## src/hw/rtl/json_string_unescape_core_assert.svh

```systemverilog
// Assertion macros shared by the JSON string unescape RTL.
`ifndef JSON_STRING_UNESCAPE_CORE_ASSERT_SVH
`define JSON_STRING_UNESCAPE_CORE_ASSERT_SVH
`ifndef SYNTHESIS
// Check that a property holds on every clock outside reset.
`define JSU_ASSERT(lbl, prop, msg) \
	lbl: assert property (@(posedge clk) disable iff (!arst_n) (prop)) else $error(msg);
// Check that a condition never holds on any clock outside reset.
`define JSU_NEVER(lbl, cond, msg) \
	lbl: assert property (@(posedge clk) disable iff (!arst_n) !(cond)) else $error(msg);
`else
`define JSU_ASSERT(lbl, prop, msg)
`define JSU_NEVER(lbl, cond, msg)
`endif
`endif

```

## src/hw/rtl/jsu_pkg.sv

```systemverilog
// Types, constants and helper functions of the JSON string unescape core.
package jsu_pkg;

	localparam int NUM_SLOTS = 4;
	localparam int SLOT_CW   = $clog2(NUM_SLOTS + 1);
	localparam int SLOT_IW   = $clog2(NUM_SLOTS);
	localparam int Q_DEPTH   = 4;
	localparam int Q_AW      = $clog2(Q_DEPTH);
	localparam int Q_CW      = $clog2(Q_DEPTH + 1);

	localparam logic [15:0] CAP_RESET = 16'd128;
	localparam logic [15:0] POS_MAX   = 16'hFFFF;

	// Character codes
	localparam logic [7:0] CH_NUL    = 8'h00;
	localparam logic [7:0] CH_QUOTE  = 8'h22;
	localparam logic [7:0] CH_BSLASH = 8'h5C;
	localparam logic [7:0] CH_LOW_B  = 8'h62;
	localparam logic [7:0] CH_LOW_F  = 8'h66;
	localparam logic [7:0] CH_LOW_N  = 8'h6E;
	localparam logic [7:0] CH_LOW_R  = 8'h72;
	localparam logic [7:0] CH_LOW_T  = 8'h74;
	localparam logic [7:0] CH_LOW_U  = 8'h75;
	localparam logic [7:0] BYTE_BS   = 8'h08;
	localparam logic [7:0] BYTE_FF   = 8'h0C;
	localparam logic [7:0] BYTE_LF   = 8'h0A;
	localparam logic [7:0] BYTE_CR   = 8'h0D;
	localparam logic [7:0] BYTE_TAB  = 8'h09;

	// UTF-8 range limits and lead/continuation marks
	localparam logic [15:0] CP_1B_LIMIT = 16'h0080;
	localparam logic [15:0] CP_2B_LIMIT = 16'h0800;
	localparam logic [2:0]  LEAD2_MARK  = 3'b110;
	localparam logic [3:0]  LEAD3_MARK  = 4'b1110;
	localparam logic [1:0]  CONT_MARK   = 2'b10;
	localparam logic [2:0]  HEX_FULL    = 3'd4;

	typedef enum logic [1:0] {
		K_DATA  = 2'd0,
		K_DONE  = 2'd1,
		K_NOQ   = 2'd2,
		K_UNTRM = 2'd3
	} kind_t;

	typedef struct packed {
		kind_t      kind;
		logic [7:0] data;
		logic       kept;
	} slot_t;

	// All results caused by one input character
	typedef struct packed {
		logic [SLOT_CW-1:0]          cnt;
		logic [15:0]                 length;
		slot_t [NUM_SLOTS-1:0]       slot;
	} bundle_t;

	typedef struct packed {
		logic full;
		logic empty;
	} q_stat_t;

	typedef struct packed {
		logic [1:0]      cnt;
		logic [2:0][7:0] bytes;
	} utf8_t;

	typedef struct packed {
		logic       valid;
		logic [3:0] value;
	} hex_t;

	// Decode one hex digit character.
	function automatic hex_t hex_decode(input logic [7:0] c);
		hex_t r;
		logic [7:0] t;
		r = '0;
		if (c >= 8'h30 && c <= 8'h39) begin
			t = c - 8'h30;
			r.valid = 1'b1;
			r.value = t[3:0];
		end else if (c >= 8'h61 && c <= 8'h66) begin
			t = c - 8'h57;
			r.valid = 1'b1;
			r.value = t[3:0];
		end else if (c >= 8'h41 && c <= 8'h46) begin
			t = c - 8'h37;
			r.valid = 1'b1;
			r.value = t[3:0];
		end
		return r;
	endfunction

	// Encode a 16-bit code point as 1 to 3 UTF-8 bytes, first byte in slot 0.
	function automatic utf8_t utf8_encode(input logic [15:0] cp);
		utf8_t r;
		r = '0;
		if (cp < CP_1B_LIMIT) begin
			r.cnt = 2'd1;
			r.bytes[0] = cp[7:0];
		end else if (cp < CP_2B_LIMIT) begin
			r.cnt = 2'd2;
			r.bytes[0] = {LEAD2_MARK, cp[10:6]};
			r.bytes[1] = {CONT_MARK, cp[5:0]};
		end else begin
			r.cnt = 2'd3;
			r.bytes[0] = {LEAD3_MARK, cp[15:12]};
			r.bytes[1] = {CONT_MARK, cp[11:6]};
			r.bytes[2] = {CONT_MARK, cp[5:0]};
		end
		return r;
	endfunction

endpackage

```

## src/hw/rtl/jsu_if.sv

```systemverilog
// Valid/ready channel interfaces for characters in and results out.
interface jsu_char_if;
	logic       valid;
	logic       ready;
	logic [7:0] ch;
	modport source(output valid, output ch, input ready);
	modport sink(input valid, input ch, output ready);
endinterface

interface jsu_res_if;
	logic           valid;
	logic           ready;
	jsu_pkg::kind_t kind;
	logic [7:0]     data;
	logic           kept;
	logic [15:0]    length;
	logic           last;
	modport source(output valid, output kind, output data, output kept, output length,
		output last, input ready);
	modport sink(input valid, input kind, input data, input kept, input length,
		input last, output ready);
endinterface

```

## src/hw/rtl/json_string_unescape_core.sv

```systemverilog
// Top level of the JSON string unescape core.
//
// char_in carries one character per beat (value 0 is end of text); res_out carries one
// decoded result per beat: a data byte with its kept flag, a done marker with the decoded
// length, or an error. The last flag marks the final result of one input character.
// cfg_we/cfg_wdata write the output capacity (reset value 128); write only while idle.
// Results of a character pass through the bundle queue and then the output register.
// Throughput: one character per cycle while each character yields at most one result
// and the receiver is ready. A short unicode escape can yield up to four results; the
// output side then sends one per cycle while the receiver is ready, and a four-entry
// bundle queue between decoder and output absorbs bursts. char_in.ready drops only
// when that queue is full. When the receiver stalls, the output register holds its
// beat and the queue fills; decoding continues until the queue is full.
// Reset clears the decoder to wait for an opening quote, empties the queue and the
// output register, and restores the capacity to 128.
module json_string_unescape_core (
	input  logic        clk,
	input  logic        arst_n,
	input  logic        cfg_we,
	input  logic [15:0] cfg_wdata,
	jsu_char_if.sink    char_in,
	jsu_res_if.source   res_out
);
	import jsu_pkg::*;

	logic     push;
	bundle_t  push_data;
	logic     pop;
	bundle_t  head;
	q_stat_t  q_stat;

	jsu_front u_front (
		.clk       (clk),
		.arst_n    (arst_n),
		.cfg_we    (cfg_we),
		.cfg_wdata (cfg_wdata),
		.char_in   (char_in),
		.q_stat    (q_stat),
		.push      (push),
		.push_data (push_data)
	);

	jsu_queue u_queue (
		.clk       (clk),
		.arst_n    (arst_n),
		.push      (push),
		.push_data (push_data),
		.pop       (pop),
		.head      (head),
		.q_stat    (q_stat)
	);

	jsu_back u_back (
		.clk     (clk),
		.arst_n  (arst_n),
		.head    (head),
		.q_stat  (q_stat),
		.pop     (pop),
		.res_out (res_out)
	);

endmodule

```

## src/hw/rtl/jsu_front.sv

```systemverilog
// Front end: accepts characters, runs the string decoder and builds result bundles.
`include "json_string_unescape_core_assert.svh"
module jsu_front (
	input  logic              clk,
	input  logic              arst_n,
	input  logic              cfg_we,
	input  logic [15:0]       cfg_wdata,
	jsu_char_if.sink          char_in,
	input  jsu_pkg::q_stat_t  q_stat,
	output logic              push,
	output jsu_pkg::bundle_t  push_data
);
	import jsu_pkg::*;

	typedef enum logic [3:0] {
		PH_IDLE = 4'b0001,
		PH_BODY = 4'b0010,
		PH_ESC  = 4'b0100,
		PH_HEX  = 4'b1000
	} phase_t;

	phase_t      phase_q, phase_d;
	logic [2:0]  hex_q, hex_d;
	logic [15:0] cp_q, cp_d;
	logic [15:0] pos_q, pos_d;
	logic [15:0] cap_q;

	logic        accept;
	logic        u_en;
	logic [15:0] u_cp;
	utf8_t       u_enc;
	logic [2:0]  u_n;
	logic        u_kept;
	logic [16:0] sum1;
	logic [15:0] pos1;
	logic        body_en;
	logic        t_en;
	kind_t       t_kind;
	logic [7:0]  t_data;
	logic        t_kept;
	logic [16:0] sum2;
	hex_t        hv;
	logic [15:0] cp_new;
	logic [2:0]  hex_new;
	logic [NUM_SLOTS-1:0][7:0] u_bytes;

	assign char_in.ready = !q_stat.full;
	assign accept = char_in.valid && char_in.ready;

	// Classify the character and pick the UTF-8 group and trailing result
	always_comb begin
		phase_d = phase_q;
		hex_d   = hex_q;
		cp_d    = cp_q;
		u_en    = 1'b0;
		u_cp    = cp_q;
		body_en = 1'b0;
		t_en    = 1'b0;
		t_kind  = K_DATA;
		t_data  = '0;
		hv      = hex_decode(char_in.ch);
		cp_new  = {cp_q[11:0], hv.value};
		hex_new = hex_q + 3'd1;
		unique case (phase_q)
			PH_IDLE: begin
				if (char_in.ch == CH_QUOTE) begin
					phase_d = PH_BODY;
				end else begin
					t_en   = 1'b1;
					t_kind = K_NOQ;
				end
			end
			PH_BODY: begin
				body_en = 1'b1;
			end
			PH_ESC: begin
				phase_d = PH_BODY;
				t_en    = 1'b1;
				unique case (char_in.ch)
					CH_NUL: begin
						phase_d = PH_IDLE;
						t_kind  = K_UNTRM;
					end
					CH_LOW_U: begin
						phase_d = PH_HEX;
						hex_d   = '0;
						cp_d    = '0;
						t_en    = 1'b0;
					end
					CH_LOW_B: t_data = BYTE_BS;
					CH_LOW_F: t_data = BYTE_FF;
					CH_LOW_N: t_data = BYTE_LF;
					CH_LOW_R: t_data = BYTE_CR;
					CH_LOW_T: t_data = BYTE_TAB;
					default:  t_data = char_in.ch;
				endcase
			end
			PH_HEX: begin
				u_en    = 1'b1;
				phase_d = PH_BODY;
				if (hv.valid) begin
					cp_d  = cp_new;
					hex_d = hex_new;
					u_cp  = cp_new;
					if (hex_new < HEX_FULL) begin
						u_en    = 1'b0;
						phase_d = PH_HEX;
					end
				end else begin
					body_en = 1'b1;
				end
			end
			default: begin
				phase_d = PH_IDLE;
			end
		endcase

		// Handle a plain string body character
		if (body_en) begin
			t_en = 1'b1;
			if (char_in.ch == CH_NUL) begin
				phase_d = PH_IDLE;
				t_kind  = K_UNTRM;
			end else if (char_in.ch == CH_QUOTE) begin
				phase_d = PH_IDLE;
				t_kind  = K_DONE;
			end else if (char_in.ch == CH_BSLASH) begin
				phase_d = PH_ESC;
				t_en    = 1'b0;
			end else begin
				t_data = char_in.ch;
			end
		end
	end

	// Place bytes against the output position and capacity
	always_comb begin
		u_enc  = utf8_encode(u_cp);
		u_n    = u_en ? {1'b0, u_enc.cnt} : 3'd0;
		u_kept = ({1'b0, pos_q} + 17'(u_enc.cnt)) < {1'b0, cap_q};
		sum1   = {1'b0, pos_q} + 17'(u_n);
		pos1   = sum1[16] ? POS_MAX : sum1[15:0];
		t_kept = (t_kind == K_DATA) && (({1'b0, pos1} + 17'd1) < {1'b0, cap_q});
		sum2   = {1'b0, pos1} + 17'((t_en && t_kind == K_DATA) ? 1 : 0);
		if (phase_q == PH_IDLE) begin
			pos_d = '0;
		end else begin
			pos_d = sum2[16] ? POS_MAX : sum2[15:0];
		end
		u_bytes = '0;
		u_bytes[2:0] = u_enc.bytes;
	end

	// Assemble the bundle: UTF-8 bytes first, then the trailing result
	always_comb begin
		push_data        = '0;
		push_data.cnt    = SLOT_CW'(u_n) + SLOT_CW'(t_en);
		push_data.length = (t_kind == K_DONE) ? pos1 : 16'd0;
		for (int i = 0; i < NUM_SLOTS; i++) begin
			if (3'(i) < u_n) begin
				push_data.slot[i].kind = K_DATA;
				push_data.slot[i].data = u_bytes[i];
				push_data.slot[i].kept = u_kept;
			end else if (t_en && 3'(i) == u_n) begin
				push_data.slot[i].kind = t_kind;
				push_data.slot[i].data = t_data;
				push_data.slot[i].kept = t_kept;
			end
		end
	end

	assign push = accept && (push_data.cnt != '0);

	// Capacity register
	always_ff @(posedge clk or negedge arst_n) begin
		if (!arst_n) begin
			cap_q <= CAP_RESET;
		end else if (cfg_we) begin
			cap_q <= cfg_wdata;
		end
	end

	// Advance decoder state on each accepted beat
	always_ff @(posedge clk or negedge arst_n) begin
		if (!arst_n) begin
			phase_q <= PH_IDLE;
			hex_q   <= '0;
			cp_q    <= '0;
			pos_q   <= '0;
		end else if (accept) begin
			phase_q <= phase_d;
			hex_q   <= hex_d;
			cp_q    <= cp_d;
			pos_q   <= pos_d;
		end
	end

	`JSU_ASSERT(a_hex_count, (phase_q == PH_HEX) |-> (hex_q < HEX_FULL), "hex digit count overrun")
	`JSU_NEVER(a_push_cnt, push && (push_data.cnt > SLOT_CW'(NUM_SLOTS)), "bundle overflows slots")

endmodule

```

## src/hw/rtl/jsu_queue.sv

```systemverilog
// Short bundle queue between the decoder front end and the output back end.
`include "json_string_unescape_core_assert.svh"
module jsu_queue (
	input  logic              clk,
	input  logic              arst_n,
	input  logic              push,
	input  jsu_pkg::bundle_t  push_data,
	input  logic              pop,
	output jsu_pkg::bundle_t  head,
	output jsu_pkg::q_stat_t  q_stat
);
	import jsu_pkg::*;

	bundle_t             mem_q [Q_DEPTH];
	logic [Q_AW-1:0]     wr_ptr_q;
	logic [Q_AW-1:0]     rd_ptr_q;
	logic [Q_CW-1:0]     count_q;

	assign q_stat.full  = (count_q == Q_CW'(Q_DEPTH));
	assign q_stat.empty = (count_q == '0);
	assign head         = mem_q[rd_ptr_q];

	// Store a bundle at the write pointer
	always_ff @(posedge clk) begin
		if (push) begin
			mem_q[wr_ptr_q] <= push_data;
		end
	end

	// Advance pointers and occupancy
	always_ff @(posedge clk or negedge arst_n) begin
		if (!arst_n) begin
			wr_ptr_q <= '0;
			rd_ptr_q <= '0;
			count_q  <= '0;
		end else begin
			if (push) begin
				wr_ptr_q <= wr_ptr_q + Q_AW'(1);
			end
			if (pop) begin
				rd_ptr_q <= rd_ptr_q + Q_AW'(1);
			end
			count_q <= count_q + Q_CW'(push) - Q_CW'(pop);
		end
	end

	`JSU_NEVER(a_push_full, push && q_stat.full, "push into full queue")
	`JSU_NEVER(a_pop_empty, pop && q_stat.empty, "pop from empty queue")

endmodule

```

## src/hw/rtl/jsu_back.sv

```systemverilog
// Back end: unpacks queued bundles into single result beats behind an output register.
`include "json_string_unescape_core_assert.svh"
module jsu_back (
	input  logic              clk,
	input  logic              arst_n,
	input  jsu_pkg::bundle_t  head,
	input  jsu_pkg::q_stat_t  q_stat,
	output logic              pop,
	jsu_res_if.source         res_out
);
	import jsu_pkg::*;

	logic                 valid_q;
	logic [SLOT_IW-1:0]   idx_q;
	kind_t                kind_q;
	logic [7:0]           data_q;
	logic                 kept_q;
	logic [15:0]          length_q;
	logic                 last_q;

	logic                 load;
	logic                 sel_last;
	slot_t                sel;

	assign load     = !q_stat.empty && (!valid_q || res_out.ready);
	assign sel      = head.slot[idx_q];
	assign sel_last = (SLOT_CW'(idx_q) + SLOT_CW'(1)) == head.cnt;
	assign pop      = load && sel_last;

	// Track output valid and the slot being sent
	always_ff @(posedge clk or negedge arst_n) begin
		if (!arst_n) begin
			valid_q <= 1'b0;
			idx_q   <= '0;
		end else if (load) begin
			valid_q <= 1'b1;
			idx_q   <= sel_last ? '0 : idx_q + SLOT_IW'(1);
		end else if (res_out.ready) begin
			valid_q <= 1'b0;
		end
	end

	// Load the output payload
	always_ff @(posedge clk) begin
		if (load) begin
			kind_q   <= sel.kind;
			data_q   <= sel.data;
			kept_q   <= sel.kept;
			length_q <= (sel.kind == K_DONE) ? head.length : 16'd0;
			last_q   <= sel_last;
		end
	end

	assign res_out.valid  = valid_q;
	assign res_out.kind   = kind_q;
	assign res_out.data   = data_q;
	assign res_out.kept   = kept_q;
	assign res_out.length = length_q;
	assign res_out.last   = last_q;

	`JSU_ASSERT(a_idx_range, !q_stat.empty |-> (SLOT_CW'(idx_q) < head.cnt), "slot index past bundle")

endmodule
```

## src/flat_wrapper.sv

```systemverilog
// flat-port wrapper written by rule: the top's interface ports become plain ports
module json_string_unescape_core_flat import jsu_pkg::*;
  (clk, arst_n, cfg_we, cfg_wdata, char_in_valid, char_in_ch, char_in_ready, res_out_valid, res_out_kind, res_out_data, res_out_kept, res_out_length, res_out_last, res_out_ready);
  jsu_char_if char_in_i ();
  jsu_res_if res_out_i ();
  input  logic clk;
  input  logic arst_n;
  input  logic cfg_we;
  input  logic [15:0] cfg_wdata;
  input wire logic [$bits(char_in_i.valid)-1:0] char_in_valid;
  input wire logic [$bits(char_in_i.ch)-1:0] char_in_ch;
  output wire logic [$bits(char_in_i.ready)-1:0] char_in_ready;
  output wire logic [$bits(res_out_i.valid)-1:0] res_out_valid;
  output wire logic [$bits(res_out_i.kind)-1:0] res_out_kind;
  output wire logic [$bits(res_out_i.data)-1:0] res_out_data;
  output wire logic [$bits(res_out_i.kept)-1:0] res_out_kept;
  output wire logic [$bits(res_out_i.length)-1:0] res_out_length;
  output wire logic [$bits(res_out_i.last)-1:0] res_out_last;
  input wire logic [$bits(res_out_i.ready)-1:0] res_out_ready;
  assign char_in_i.valid = char_in_valid;
  assign char_in_i.ch = char_in_ch;
  assign char_in_ready = char_in_i.ready;
  assign res_out_valid = res_out_i.valid;
  assign res_out_kind = res_out_i.kind;
  assign res_out_data = res_out_i.data;
  assign res_out_kept = res_out_i.kept;
  assign res_out_length = res_out_i.length;
  assign res_out_last = res_out_i.last;
  assign res_out_i.ready = res_out_ready;
  json_string_unescape_core u_core (.clk(clk), .arst_n(arst_n), .cfg_we(cfg_we), .cfg_wdata(cfg_wdata), .char_in(char_in_i), .res_out(res_out_i));
endmodule
```

## config.mk

```make
export PLATFORM = sky130hd
export DESIGN_NAME = json_string_unescape_core_flat
export DESIGN_NICKNAME = d
export VERILOG_FILES = /design/src/hw/rtl/jsu_pkg.sv /design/src/hw/rtl/jsu_if.sv /design/src/hw/rtl/json_string_unescape_core.sv /design/src/hw/rtl/jsu_front.sv /design/src/hw/rtl/jsu_queue.sv /design/src/hw/rtl/jsu_back.sv /design/src/flat_wrapper.sv
export VERILOG_INCLUDE_DIRS = /design/src /design/src/hw/rtl
export SDC_FILE = /design/constraint.sdc
export NUM_CORES = 1
export LEC_CHECK = 0
export CAP_MARGIN = 20
export CORE_UTILIZATION = 45
export DETAILED_ROUTE_END_ITERATION = 8
export DONT_BUFFER_PORTS = 1
export GPL_ROUTABILITY_DRIVEN = 0
export PLACE_DENSITY = 0.63
export SLEW_MARGIN = 0
export SYNTH_ARGS = -nofsm -noshare
export SYNTH_HDL_FRONTEND = slang
export SYNTH_SLANG_ARGS = --single-unit
```

## constraint.sdc

```tcl
create_clock -name clk -period 5.8 [get_ports clk]
set_clock_uncertainty 0.2 [all_clocks]
set_input_delay 0.29 -clock clk [delete_from_list [all_inputs] [get_ports clk]]
set_output_delay 0.29 -clock clk [all_outputs]
set_load 0.05 [all_outputs]
```

==> qor.tcl, run 1 <==
set qor(synth_area_um2) 16700
set qor(cp_data_required_time_ns) 5.94
set qor(critical_path.slowest_cell) {sky130_fd_sc_hd__or4_1}
set qor(ctsLongestPathBuffers) 3
set qor(crit_path_end_kind) {flop}
set qor(tritoncts) {built}
set qor(synth_top_flop_cell) {sky130_fd_sc_hd__edfxtp_1}
set qor(layout_min_cycle_time_ns) 5.44
set qor(max_cap_violations) 0
set qor(mappedNetlistNets) 1297
set qor(hpwlAfterDp_um) 26500
set qor(worst_ir_drop_vdd_mv) 0.193
set qor(detail_route.drc_violations) 0
set qor(hold_path_class) {input port to flop}
set qor(cellLeakagePower_nw) 6.89
set qor(largest_net_degree_at_the_start_of_global_routing) 66
set qor(worst_setup_path_start_kind) {flop}
set qor(rsz0062_at_grt) {false}
set qor(syn2layout_area_growth_pct) 13.6
set qor(holdWs_ns) 0.0532
set qor(wirelength_um) 39600
set qor(port-buffer-count) 0
set qor(start_util_pct) 45.7
set qor(result_of_the_run) {finished clean}
set qor(routed_wire_length_per_instance_um) 22.3
set qor(syn_inst) 1215
set qor(cts_root_buffer) {sky130_fd_sc_hd__clkbuf_16}
set qor(clkSinkCount) 345
set qor(yosysWarnings) 0
set qor(die_height_um) 195
set qor(ant_nets) 0
set qor(post_synthesis_sequential_area_ratio_pct) 60.0
set qor(netlist_top_cells_count) {280 x sky130_fd_sc_hd__edfxtp_1, 99 x sky130_fd_sc_hd__nand2_1, 90 x sky130_fd_sc_hd__nor2_1}
set qor(detailedRoute.firstPassIterationCount) 5
set qor(report.final.setup_viol) 0
set qor(power_density_nw_per_um2) 437
set qor(std_cell_rows) 70
set qor(worst_path_largest_cell_delay_ns) 0.60
set qor(ports_placed_on_the_boundary) 59
set qor(fin_crit_sh_pct) 93.7
set qor(cts.reportedPaths.clkPinSlew_ns) 0.06
set qor(critical_path.cell_chain) {or4_1 > nor3_2 > o211ai_1 > nand2_1 > inv_1 > buf_4 > ha_1 > a21o_1 > nand2_1 > xnor2_1 > ha_1 > a21o_1 > a21o_1 > a21o_1 > a2111oi_0 > o21bai_1 > a41oi_1 > o21ai_0 > o22ai_2}
set qor(gr-total-overflow) 0
set qor(number_of_max_slew_violations_in_the_final_report) 0
set qor(post_route_cells_drive_above_1_share_pct) 18.4
set qor(syn_area_per_cell_um2) 13.8
set qor(floorplan.core_area_um2) 36600
set qor(antenna_found_initial) 0
set qor(cpMostUsedCell) {sky130_fd_sc_hd__a21o_1}
set qor(synth_most_common_cell) {sky130_fd_sc_hd__edfxtp_1}
set qor(netlist.area_leader.share_pct) 50.2
set qor(design.die.area_um2) 38000
set qor(via_count_of_the_first_global_routing_pass) 10600
set qor(grt.total_usage_pct) 21.4
set qor(slew_headroom_pct) 33.0
set qor(worst_slew_pin_slew_ns) 0.994
set qor(num-nets-final) 1362
set qor(synth_seq_cells) 345
set qor(synth.top_cells.by_area) {sky130_fd_sc_hd__edfxtp_1 50%, sky130_fd_sc_hd__mux4_2 10%, sky130_fd_sc_hd__dfrtp_1 9.4%}
set qor(cp_max_fo) 11
set qor(timing.fmax_mhz) 184
set qor(async_s_r_ff_share_synth_pct) 18.8
set qor(die_x_um) 195
set qor(crit_arrival_ns) 5.57
set qor(layout_filler_cell_count) 3083
set qor(synth.largest_area_cell) {sky130_fd_sc_hd__edfxtp_1}
set qor(drt-initial-drc-count) 968
set qor(post-cts-setup-buffers) 0
set qor(hold_viol) 0
set qor(setup_total_negative_slack_ns) 0
set qor(placement.setup.worst_slack_ns) -0.0306
set qor(worst-setup-path-type) {flop to flop}
set qor(clock_insertion_delay_worst_skew_ns) 0.53
set qor(cts_buffers) 37
set qor(vias_per_cell) 5.91
set qor(synth_enable_flop_cells) 280
set qor(layout_setup_ws_ns) 0.364
set qor(synth_cell_types) 87
set qor(cts.htree.levels) 2
set qor(grt_first_pass_wirelength_um) 62400
set qor(via_count) 10500
[final timing paths]
check / start / end / slack, ns / cells after the start
max: u_core.u_front.cp_q[5] / u_core.u_queue.mem_q[2][11] / 0.36 / 19
min: char_in_ch[5] / u_core.u_front.phase_q[2] / 0.05 / 3
max reg2reg: u_core.u_front.cp_q[5] / u_core.u_queue.mem_q[2][11] / 0.36 / 19
min reg2reg: u_core.u_front.hex_q[0] / u_core.u_front.hex_q[0] / 0.31 / 1
max in group asynchronous: arst_n / u_core.u_front.phase_q[0] / 4.96 / 2
min in group asynchronous: arst_n / u_core.u_front.pos_q[8] / 0.12 / 2
[layout by cell type (no fill, tap or decap), types with 16 or more instances in the layout]
cell type	n
sky130_fd_sc_hd__a21o_1	16
sky130_fd_sc_hd__nor2_1	87
sky130_fd_sc_hd__dfrtp_1	61
sky130_fd_sc_hd__mux2i_1	16
sky130_fd_sc_hd__nand2_1	99
sky130_fd_sc_hd__inv_1	38
sky130_fd_sc_hd__a21oi_1	41
sky130_fd_sc_hd__clkbuf_16	37
sky130_fd_sc_hd__nor2b_1	20
sky130_fd_sc_hd__ha_1	51
sky130_fd_sc_hd__dlygate4sd3_1	25
sky130_fd_sc_hd__xnor2_1	35
sky130_fd_sc_hd__buf_4	53
sky130_fd_sc_hd__mux4_2	74
sky130_fd_sc_hd__nand3_1	25
sky130_fd_sc_hd__nor3_1	26
sky130_fd_sc_hd__edfxtp_1	280
sky130_fd_sc_hd__o21ai_0	61
[per-layer routing]
layer  up-vias  global-route usage [%]  share of wire (%)
met4         0                    6.18                2.1
met1      5302                    29.8                 45
met2       313                    34.6                 47
met5         -                       0                  0
met3        67                    3.64                5.6
li1       4806                       -                  -
[where the power goes]
part / switching [W] / internal [W]
combinational: 0.00106 / 0.000999
sequential: 0.000685 / 0.00332
clock: 0.000948 / 0.00131
[area by class of cell]
class	instances	area [µm²]	share of cell area (%)
flip-flops and latches	345	10000	52.8
multi-input cells	775	6350	33.4
clock buffers	41	941	4.95
repair buffers	82	727	3.82
well taps	468	586	3.08
clock inverters	25	213	1.12
inverters	39	146	0.770
diodes	1	2.50	0.0132
[per-stage QoR]
step                utilization, %  power [W]  instances  cell area [µm²]
global route                  51.9    0.00871       1775            19000
finish                        51.9    0.00831       1776            19000
global placement              47.9    0.00609       1682            17500
floorplan                        -    0.00548       1215            16700
CTS                           51.8    0.00842       1775            19000
detailed placement            47.9    0.00612       1683            17500
[worst max-delay path: cells and delay by family (launching register included)]
kind	cells	cell delay (ns)
AO/OA/AOI/OAI	10	2.40
AND/OR/NAND/NOR	4	1.18
adder cells (fa/ha/maj)	2	0.53
flip-flops	1	0.47
buffers and inverters	2	0.34
XOR/XNOR	1	0.13
[state kept, by name, summed over array words and instances (netlist names), 2 cells and up]
register / cells
u_core.u_front.phase_q: 4
u_core.u_front.hex_q: 3
u_core.u_back.res_out.length: 16
u_core.u_front.cap_q: 16
u_core.u_back.res_out.data: 8
u_core.u_queue.rd_ptr_q: 2
u_core.u_back.idx_q: 2
u_core.u_queue.wr_ptr_q: 2
u_core.u_queue.count_q: 3
u_core.u_queue.mem_q: 252
u_core.u_front.pos_q: 16
u_core.u_back.res_out.kind: 2
u_core.u_front.cp_q: 16
[logic make-up after synthesis]
family	count (synthesis)	share of synthesized area (%)
and+or+nand+nor	354	11.0
xor gates and xnor gates	50	2.62
muxes	92	11.1
AOI/OAI and AO/OA	225	8.91
adders and majority gates	54	4.11
DFF	345	60.0
buffers and inverters	95	2.36
[timing repair]
item / 4_1_cts / 5_1_grt
resized for setup: 0 / 10
hold buffers: 26 / 0
endpoints found under the setup margin: 0 / 16
hold endpoints to repair: 87 / 0
(Power assumes the default switching activity.)
==> run 2, diff against run 1 <==
--- a/config.mk
+++ b/config.mk
@@ -11,8 +11,7 @@
 export DETAILED_ROUTE_END_ITERATION = 8
 export DONT_BUFFER_PORTS = 1
 export GPL_ROUTABILITY_DRIVEN = 0
-export PLACE_DENSITY = 0.63
-export SLEW_MARGIN = 0
+export PLACE_DENSITY = 0.61
 export SYNTH_ARGS = -nofsm -noshare
 export SYNTH_HDL_FRONTEND = slang
 export SYNTH_SLANG_ARGS = --single-unit
==> constraint.sdc (replaced) <==
create_clock -name clk -period 6.5 [get_ports clk]
set_clock_uncertainty 0.2 [all_clocks]
set_input_delay 0.325 -clock clk [delete_from_list [all_inputs] [get_ports clk]]
set_output_delay 0.325 -clock clk [all_outputs]
set_load 0.05 [all_outputs]
==> run 2 against run 1 <==
Final cell count shrank 1.5%. Clock power shrank 7%. Setup slack gained 0.29 ns. Core utilization shrank 0.45 points. Non-clock buffer count shrank 26. Sequential power shrank 11%. Sequential share of layout area grew 0.46 points. Die area is the same. Final area shrank 0.86%. Global-route usage is essentially flat. Flip-flop and latch count is the same. Via count shrank 0.90%. Critical endpoint is now u_core.u_queue.mem_q[3][0]. Largest power group unchanged.
==> qor.tcl, run 2 (synthesis gave the netlist of run 1 again) <==
set qor(cp_max_fo) 8
set qor(design.die.area_um2) 38000
set qor(drt-initial-drc-count) 920
set qor(power_density_nw_per_um2) 397
set qor(seqPwrFrac_pct) 47.9
set qor(ctsLongestPathBuffers) 3
set qor(cellLeakagePower_nw) 6.78
set qor(syn2layout_area_growth_pct) 12.6
set qor(worst_r2r_endpoint) {u_core.u_queue.mem_q[3][0]}
set qor(worst_r2r_path_depth) 25
set qor(cts.reportedPaths.clkPinSlew_ns) 0.06
set qor(result_of_the_run) {finished clean}
set qor(detailedRoute.firstPassIterationCount) 5
set qor(final-instance-count-excl-fill) 1750
set qor(die_height_um) 195
set qor(p_int_w) 0.00507
set qor(multiInputGateArea_um2) 6310
set qor(cts_buffers) 38
set qor(n_antenna_cell) 0
set qor(ff_latch_area_um2) 10000
set qor(sw_frac_of_total_pct) 32.3
set qor(vias_per_cell) 5.94
set qor(cts.htree.levels) 2
set qor(grt_first_pass_wirelength_um) 61800
set qor(crit_path_end_kind) {flop}
set qor(worst_reg2reg_startpoint) {u_core.u_front.cp_q[10]}
set qor(layout_min_cycle_time_ns) 5.85
set qor(wirelength_um) 39100
set qor(post-cts-setup-buffers) 0
set qor(post-place-cells) 1656
set qor(num-nets-final) 1337
set qor(via_count_of_the_first_global_routing_pass) 10500
set qor(worst_ir_drop_vdd_mv) 0.235
set qor(hold_viol) 0
set qor(port-buffer-count) 0
set qor(routed_wire_length_per_instance_um) 22.4
set qor(layout_setup_ws_ns) 0.652
set qor(ant_nets) 0
set qor(report.final.setup_viol) 0
set qor(cp_data_required_time_ns) 6.65
set qor(hold_path_class) {input port to flop}
set qor(ports_placed_on_the_boundary) 59
set qor(design_area_um2) 18800
set qor(crit_arrival_ns) 6.00
set qor(timing.fmax_mhz) 171
set qor(placement.cell_area_um2) 17300
set qor(total_switching_power_w) 0.00242
set qor(grt.total_usage_pct) 21.4
set qor(power.share.clock_pct) 28.1
set qor(largest-register) {u_core.u_queue.mem_q}
set qor(fin_crit_sh_pct) 90.0
set qor(number_of_max_slew_violations_in_the_final_report) 0
set qor(worst_slew_pin_slew_ns) 0.953
set qor(floorplan.core_area_um2) 36600
set qor(rsz0062_at_grt) {false}
set qor(antenna_found_initial) 0
set qor(hpwlAfterDp_um) 26200
set qor(largest_net_degree_at_the_start_of_global_routing) 66
set qor(post_route_cells_drive_above_1_share_pct) 16.2
set qor(layout_filler_cell_count) 3092
set qor(std_cell_rows) 70
set qor(tritoncts) {built}
set qor(via_count) 10400
set qor(max_cap_violations) 0
set qor(cts_root_buffer) {sky130_fd_sc_hd__clkbuf_16}
set qor(worst-setup-path-type) {input port to flop}
set qor(worst_setup_path_start_kind) {input port}
set qor(setup_total_negative_slack_ns) 0
set qor(layout.cells.most_common) {sky130_fd_sc_hd__edfxtp_1}
set qor(timing.critical_path.from) {char_in_ch[0]}
set qor(die_x_um) 195
set qor(start_util_pct) 45.7
set qor(p_comb_share_pct) 24.0
set qor(gr-total-overflow) 0
set qor(most-common-layout-cells) {280 x sky130_fd_sc_hd__edfxtp_1, 99 x sky130_fd_sc_hd__nand2_1, 90 x sky130_fd_sc_hd__nor2_1, 74 x sky130_fd_sc_hd__mux4_2, 62 x sky130_fd_sc_hd__o21ai_0}
set qor(slew_headroom_pct) 36.5
set qor(clkSinkCount) 345
set qor(detail_route.drc_violations) 0
set qor(r2r_setup_slack_ns) 0.71
set qor(largest_register_ff_count) 252
set qor(placement.setup.worst_slack_ns) 0.183
set qor(crit_path_end) {u_core.u_queue.mem_q[3][0]}
set qor(clock_insertion_delay_worst_skew_ns) 0.56
set qor(hold_path_depth) 3
## run 2: changes by cell type in the layout (fill, tap and decap cells not counted), sizes merged
cell and change:
buf -26, clkbuf +6, clkinv -6, clkinvlp -1, diode -1, inv +2
## run 2: worst min path at each step
stage | from | slack (ns) | endpoint
detailed placement | arst_n | -0.17 | u_core.u_front.cap_q[9]
global placement | arst_n | -0.17 | u_core.u_front.cap_q[9]
floorplan | arst_n | -0.17 | u_core.u_back.idx_q[0]
finish | char_in_ch[4] | 0.04 | u_core.u_front.phase_q[2]
global route | char_in_ch[4] | 0.04 | u_core.u_front.phase_q[2]
CTS | char_in_ch[4] | 0.02 | u_core.u_front.phase_q[2]
## run 2: area by class of cell
type                            instances  share of cell area [%]
Inverter                               39                   0.777
Timing Repair Buffer                   56                    2.91
Clock inverter                         20                    1.09
Multi-Input combinational cell        775                    33.5
Sequential cell                       345                    53.3
Clock buffer                           47                    5.34
Tap cell                              468                    3.11
## run 2: power groups by stage
| stage | clock network (W) | registers (W) | logic, W |
|---|---|---|---|
| 2_1_floorplan | 0 | 0.00343 | 0.00146 |
| 4_1_cts | 0.00215 | 0.00362 | 0.00179 |
| 6_report | 0.00210 | 0.00358 | 0.00180 |
| 3_3_place_gp | 0 | 0.00364 | 0.00175 |
| 3_5_place_dp | 0 | 0.00366 | 0.00177 |
| 5_1_grt | 0.00223 | 0.00364 | 0.00198 |
## run 2: worst max-delay path, stage by stage
cell                            delay [ns]
sky130_fd_sc_hd__dlygate4sd3_1        0.59
sky130_fd_sc_hd__nand3_1              0.17
sky130_fd_sc_hd__and3_1               0.27
sky130_fd_sc_hd__o21ai_1              0.37
sky130_fd_sc_hd__nor2_1               0.08
sky130_fd_sc_hd__a21oi_1              0.16
sky130_fd_sc_hd__nor2_1               0.08
sky130_fd_sc_hd__a21oi_1              0.23
sky130_fd_sc_hd__ha_1                 0.22
sky130_fd_sc_hd__buf_4                0.15
sky130_fd_sc_hd__o21ai_0              0.18
sky130_fd_sc_hd__o21ai_2              0.41
sky130_fd_sc_hd__a221o_1              0.29
sky130_fd_sc_hd__nand4_4              0.14
sky130_fd_sc_hd__nor4_4               0.42
sky130_fd_sc_hd__nand3_1              0.22
sky130_fd_sc_hd__xor2_1               0.19
sky130_fd_sc_hd__ha_1                 0.32
sky130_fd_sc_hd__o21a_1               0.10
sky130_fd_sc_hd__o21ai_0              0.21
sky130_fd_sc_hd__a31oi_1              0.07
sky130_fd_sc_hd__nor3b_1              0.22
sky130_fd_sc_hd__o21ai_1              0.25
sky130_fd_sc_hd__o22ai_1              0.33
## run 2: repair_timing
item	4_1_cts	5_1_grt
endpoints found under the setup margin	0	4
resized for setup	0	1
hold endpoints to repair	87	0
hold buffers	26	0
## run 2: through the flow
stage	total power [W]	hold slack, ns	util, %
finish	0.00748	0.0368	51.5
global route	0.00785	0.0367	51.5
CTS	0.00756	0.0158	51.4
detailed placement	0.00542	-0.169	47.3
global placement	0.00539	-0.169	47.3
floorplan	0.00489	-0.171	-
## run 2: metal layers
metal	up-vias	global-route usage (%)	share of wire [%]
li1	4759	-	-
met1	5240	30.7	46
met2	328	33.4	46
met3	67	3.78	5.6
met4	0	6.04	2.0
met5	-	0	0
==> run 3, diff against run 2 <==
--- a/config.mk
+++ b/config.mk
@@ -7,6 +7,7 @@
 export NUM_CORES = 1
 export LEC_CHECK = 0
 export CAP_MARGIN = 20
+export CORE_MARGIN = 2
 export CORE_UTILIZATION = 45
 export DETAILED_ROUTE_END_ITERATION = 8
 export DONT_BUFFER_PORTS = 1
==> run 3 against run 2 <==
Final area is 0.44% lower. Register-to-register slack got worse by 0.14 ns. Via count up 0.95%. Clock power down 3%. Largest power group unchanged. Highest routed layer unchanged.
==> qor.tcl, run 3 (synthesis gave the netlist of run 1 again) <==
set qor(num-nets-final) 1331
set qor(die_x_um) 197
set qor(worst-setup-path-type) {flop to flop}
set qor(start_util_pct) 45.7
set qor(detail_route.drc_violations) 0
set qor(max_cap_violations) 0
set qor(hold_path_depth) 3
set qor(hpwlAfterDp_um) 26700
set qor(post_route_cells_drive_above_1_share_pct) 15.8
set qor(n_antenna_cell) 0
set qor(ff_latch_area_um2) 10000
set qor(gr-total-overflow) 0
set qor(antenna_found_initial) 0
set qor(clock_insertion_delay_worst_skew_ns) 0.56
set qor(vias_per_cell) 6.01
set qor(globalRouteMet2Util_pct) 33.4
set qor(cp_data_required_time_ns) 6.62
set qor(cp_max_fo) 7
set qor(rsz0062_at_grt) {false}
set qor(design.die.area_um2) 38700
set qor(tritoncts) {built}
set qor(std_cell_rows) 70
set qor(layout_filler_cell_count) 3094
set qor(cts_root_buffer) {sky130_fd_sc_hd__clkbuf_16}
set qor(ports_placed_on_the_boundary) 59
set qor(crit_arrival_ns) 6.05
set qor(port-buffer-count) 0
set qor(groute.layer.met3.usage_pct) 3.30
set qor(floorplan.core_area_um2) 36600
set qor(hold_viol) 0
set qor(via_count_of_the_first_global_routing_pass) 10400
set qor(final-instance-count-excl-fill) 1745
set qor(layout_setup_ws_ns) 0.570
set qor(hold_path_class) {input port to flop}
set qor(placement.cell_area_um2) 17300
set qor(via_count) 10500
set qor(routed_wire_length_per_instance_um) 22.8
set qor(most-common-layout-cells) {280 x sky130_fd_sc_hd__edfxtp_1, 99 x sky130_fd_sc_hd__nand2_1, 90 x sky130_fd_sc_hd__nor2_1, 74 x sky130_fd_sc_hd__mux4_2, 62 x sky130_fd_sc_hd__o21ai_0}
set qor(crit_path_end_kind) {flop}
set qor(multiInputGateArea_um2) 6320
set qor(setup_total_negative_slack_ns) 0
set qor(grt.total_usage_pct) 21.0
set qor(largest_net_degree_at_the_start_of_global_routing) 66
set qor(cts_buffers) 38
set qor(clkSinkCount) 345
set qor(worst_ir_drop_vdd_mv) 0.261
set qor(timing.fmax_mhz) 169
set qor(design_area_um2) 18800
set qor(syn2layout_area_growth_pct) 12.1
set qor(layout.cells.most_common) {sky130_fd_sc_hd__edfxtp_1}
set qor(result_of_the_run) {finished clean}
set qor(worst_r2r_path_depth) 24
set qor(largest-register) {u_core.u_queue.mem_q}
set qor(cts.reportedPaths.clkPinSlew_ns) 0.05
set qor(largest_register_ff_count) 252
set qor(groute.layer.met1.usage_pct) 29.8
set qor(fin_crit_sh_pct) 91.2
set qor(detailedRoute.firstPassIterationCount) 7
set qor(ant_nets) 0
set qor(wirelength_um) 39700
set qor(cellLeakagePower_nw) 6.73
set qor(cts.htree.levels) 2
set qor(number_of_max_slew_violations_in_the_final_report) 0
set qor(gr-max-usage-layer) {met2}
set qor(die_height_um) 197
set qor(ctsLongestPathBuffers) 3
set qor(layout_min_cycle_time_ns) 5.93
set qor(grt_first_pass_wirelength_um) 61900
set qor(power_density_nw_per_um2) 395
set qor(worst_slew_pin_slew_ns) 0.981
set qor(post-place-cells) 1651
set qor(drt-initial-drc-count) 1117
set qor(report.final.setup_viol) 0
set qor(worst_setup_path_start_kind) {flop}
set qor(placement.setup.worst_slack_ns) 0.210
set qor(slew_headroom_pct) 33.7
-- run 3: area by class of cell --
type,instances,share of cell area (%)
Sequential cell,345,53.5
Multi-Input combinational cell,775,33.7
Clock buffer,48,5.49
Tap cell,468,3.12
Timing Repair Buffer,50,2.61
Clock inverter,20,0.807
Inverter,39,0.780
-- run 3: critical path, stage by stage, from the launching register on --
cell                      delay (ns)
sky130_fd_sc_hd__dfrtp_1        0.46
sky130_fd_sc_hd__or4_1          0.59
sky130_fd_sc_hd__nor3_2         0.26
sky130_fd_sc_hd__a21oi_1        0.15
sky130_fd_sc_hd__o21ai_4        0.33
sky130_fd_sc_hd__xnor2_1        0.12
sky130_fd_sc_hd__ha_1           0.27
sky130_fd_sc_hd__nand2_1        0.19
sky130_fd_sc_hd__a21oi_1        0.12
sky130_fd_sc_hd__nor2_1         0.27
sky130_fd_sc_hd__inv_1          0.11
sky130_fd_sc_hd__ha_1           0.27
sky130_fd_sc_hd__xnor2_1        0.15
sky130_fd_sc_hd__ha_1           0.32
sky130_fd_sc_hd__a21o_1         0.18
sky130_fd_sc_hd__a21o_1         0.17
sky130_fd_sc_hd__a21oi_1        0.13
sky130_fd_sc_hd__o21ai_0        0.12
sky130_fd_sc_hd__a21o_1         0.19
sky130_fd_sc_hd__a21oi_1        0.15
sky130_fd_sc_hd__a21o_1         0.13
sky130_fd_sc_hd__a31oi_1        0.07
sky130_fd_sc_hd__nor3b_1        0.21
sky130_fd_sc_hd__o21ai_1        0.23
sky130_fd_sc_hd__o22ai_1        0.31
-- run 3: path summary, 6_finish.rpt --
path / end / slack (ns) / start
max reg2reg: u_core.u_queue.mem_q[0][11] / 0.57 / u_core.u_front.cp_q[10]
min reg2reg: u_core.u_front.hex_q[0] / 0.31 / u_core.u_front.hex_q[0]
min: u_core.u_front.cp_q[3] / 0.05 / char_in_ch[0]
min in group asynchronous: u_core.u_front.pos_q[8] / 0.13 / arst_n
max: u_core.u_queue.mem_q[0][11] / 0.57 / u_core.u_front.cp_q[10]
max in group asynchronous: u_core.u_front.phase_q[0] / 5.63 / arst_n
-- run 3: through the flow --
| stage | utilization, % | hold WS [ns] | power (W) |
|---|---|---|---|
| global placement | 47.3 | -0.168 | 0.00541 |
| global route | 51.3 | 0.0881 | 0.00778 |
| detailed placement | 47.3 | -0.169 | 0.00544 |
| floorplan | - | -0.171 | 0.00489 |
| CTS | 51.2 | 0.0157 | 0.00752 |
| finish | 51.3 | 0.0457 | 0.00741 |
-- run 3: timing repair --
| item | CTS | global route |
|---|---|---|
| setup buffers | 0 | 2 |
| endpoints found under the setup margin | 0 | 16 |
| hold buffers | 24 | 0 |
| endpoints found under the hold margin | 86 | 0 |
| gates resized for setup | 0 | 2 |
-- run 3: routing by layer --
metal	up-vias	part of all wire, %
met3	72	6.5
met2	375	47
met1	5303	44
li1	4743	-
met5	-	0
met4	0	2.5
-- run 3: power by group --
| part | switching, W | internal (W) |
|---|---|---|
| registers | 0.000601 | 0.00296 |
| logic | 0.000937 | 0.000872 |
| clock network | 0.000869 | 0.00117 |
| total | 0.00241 | 0.00500 |
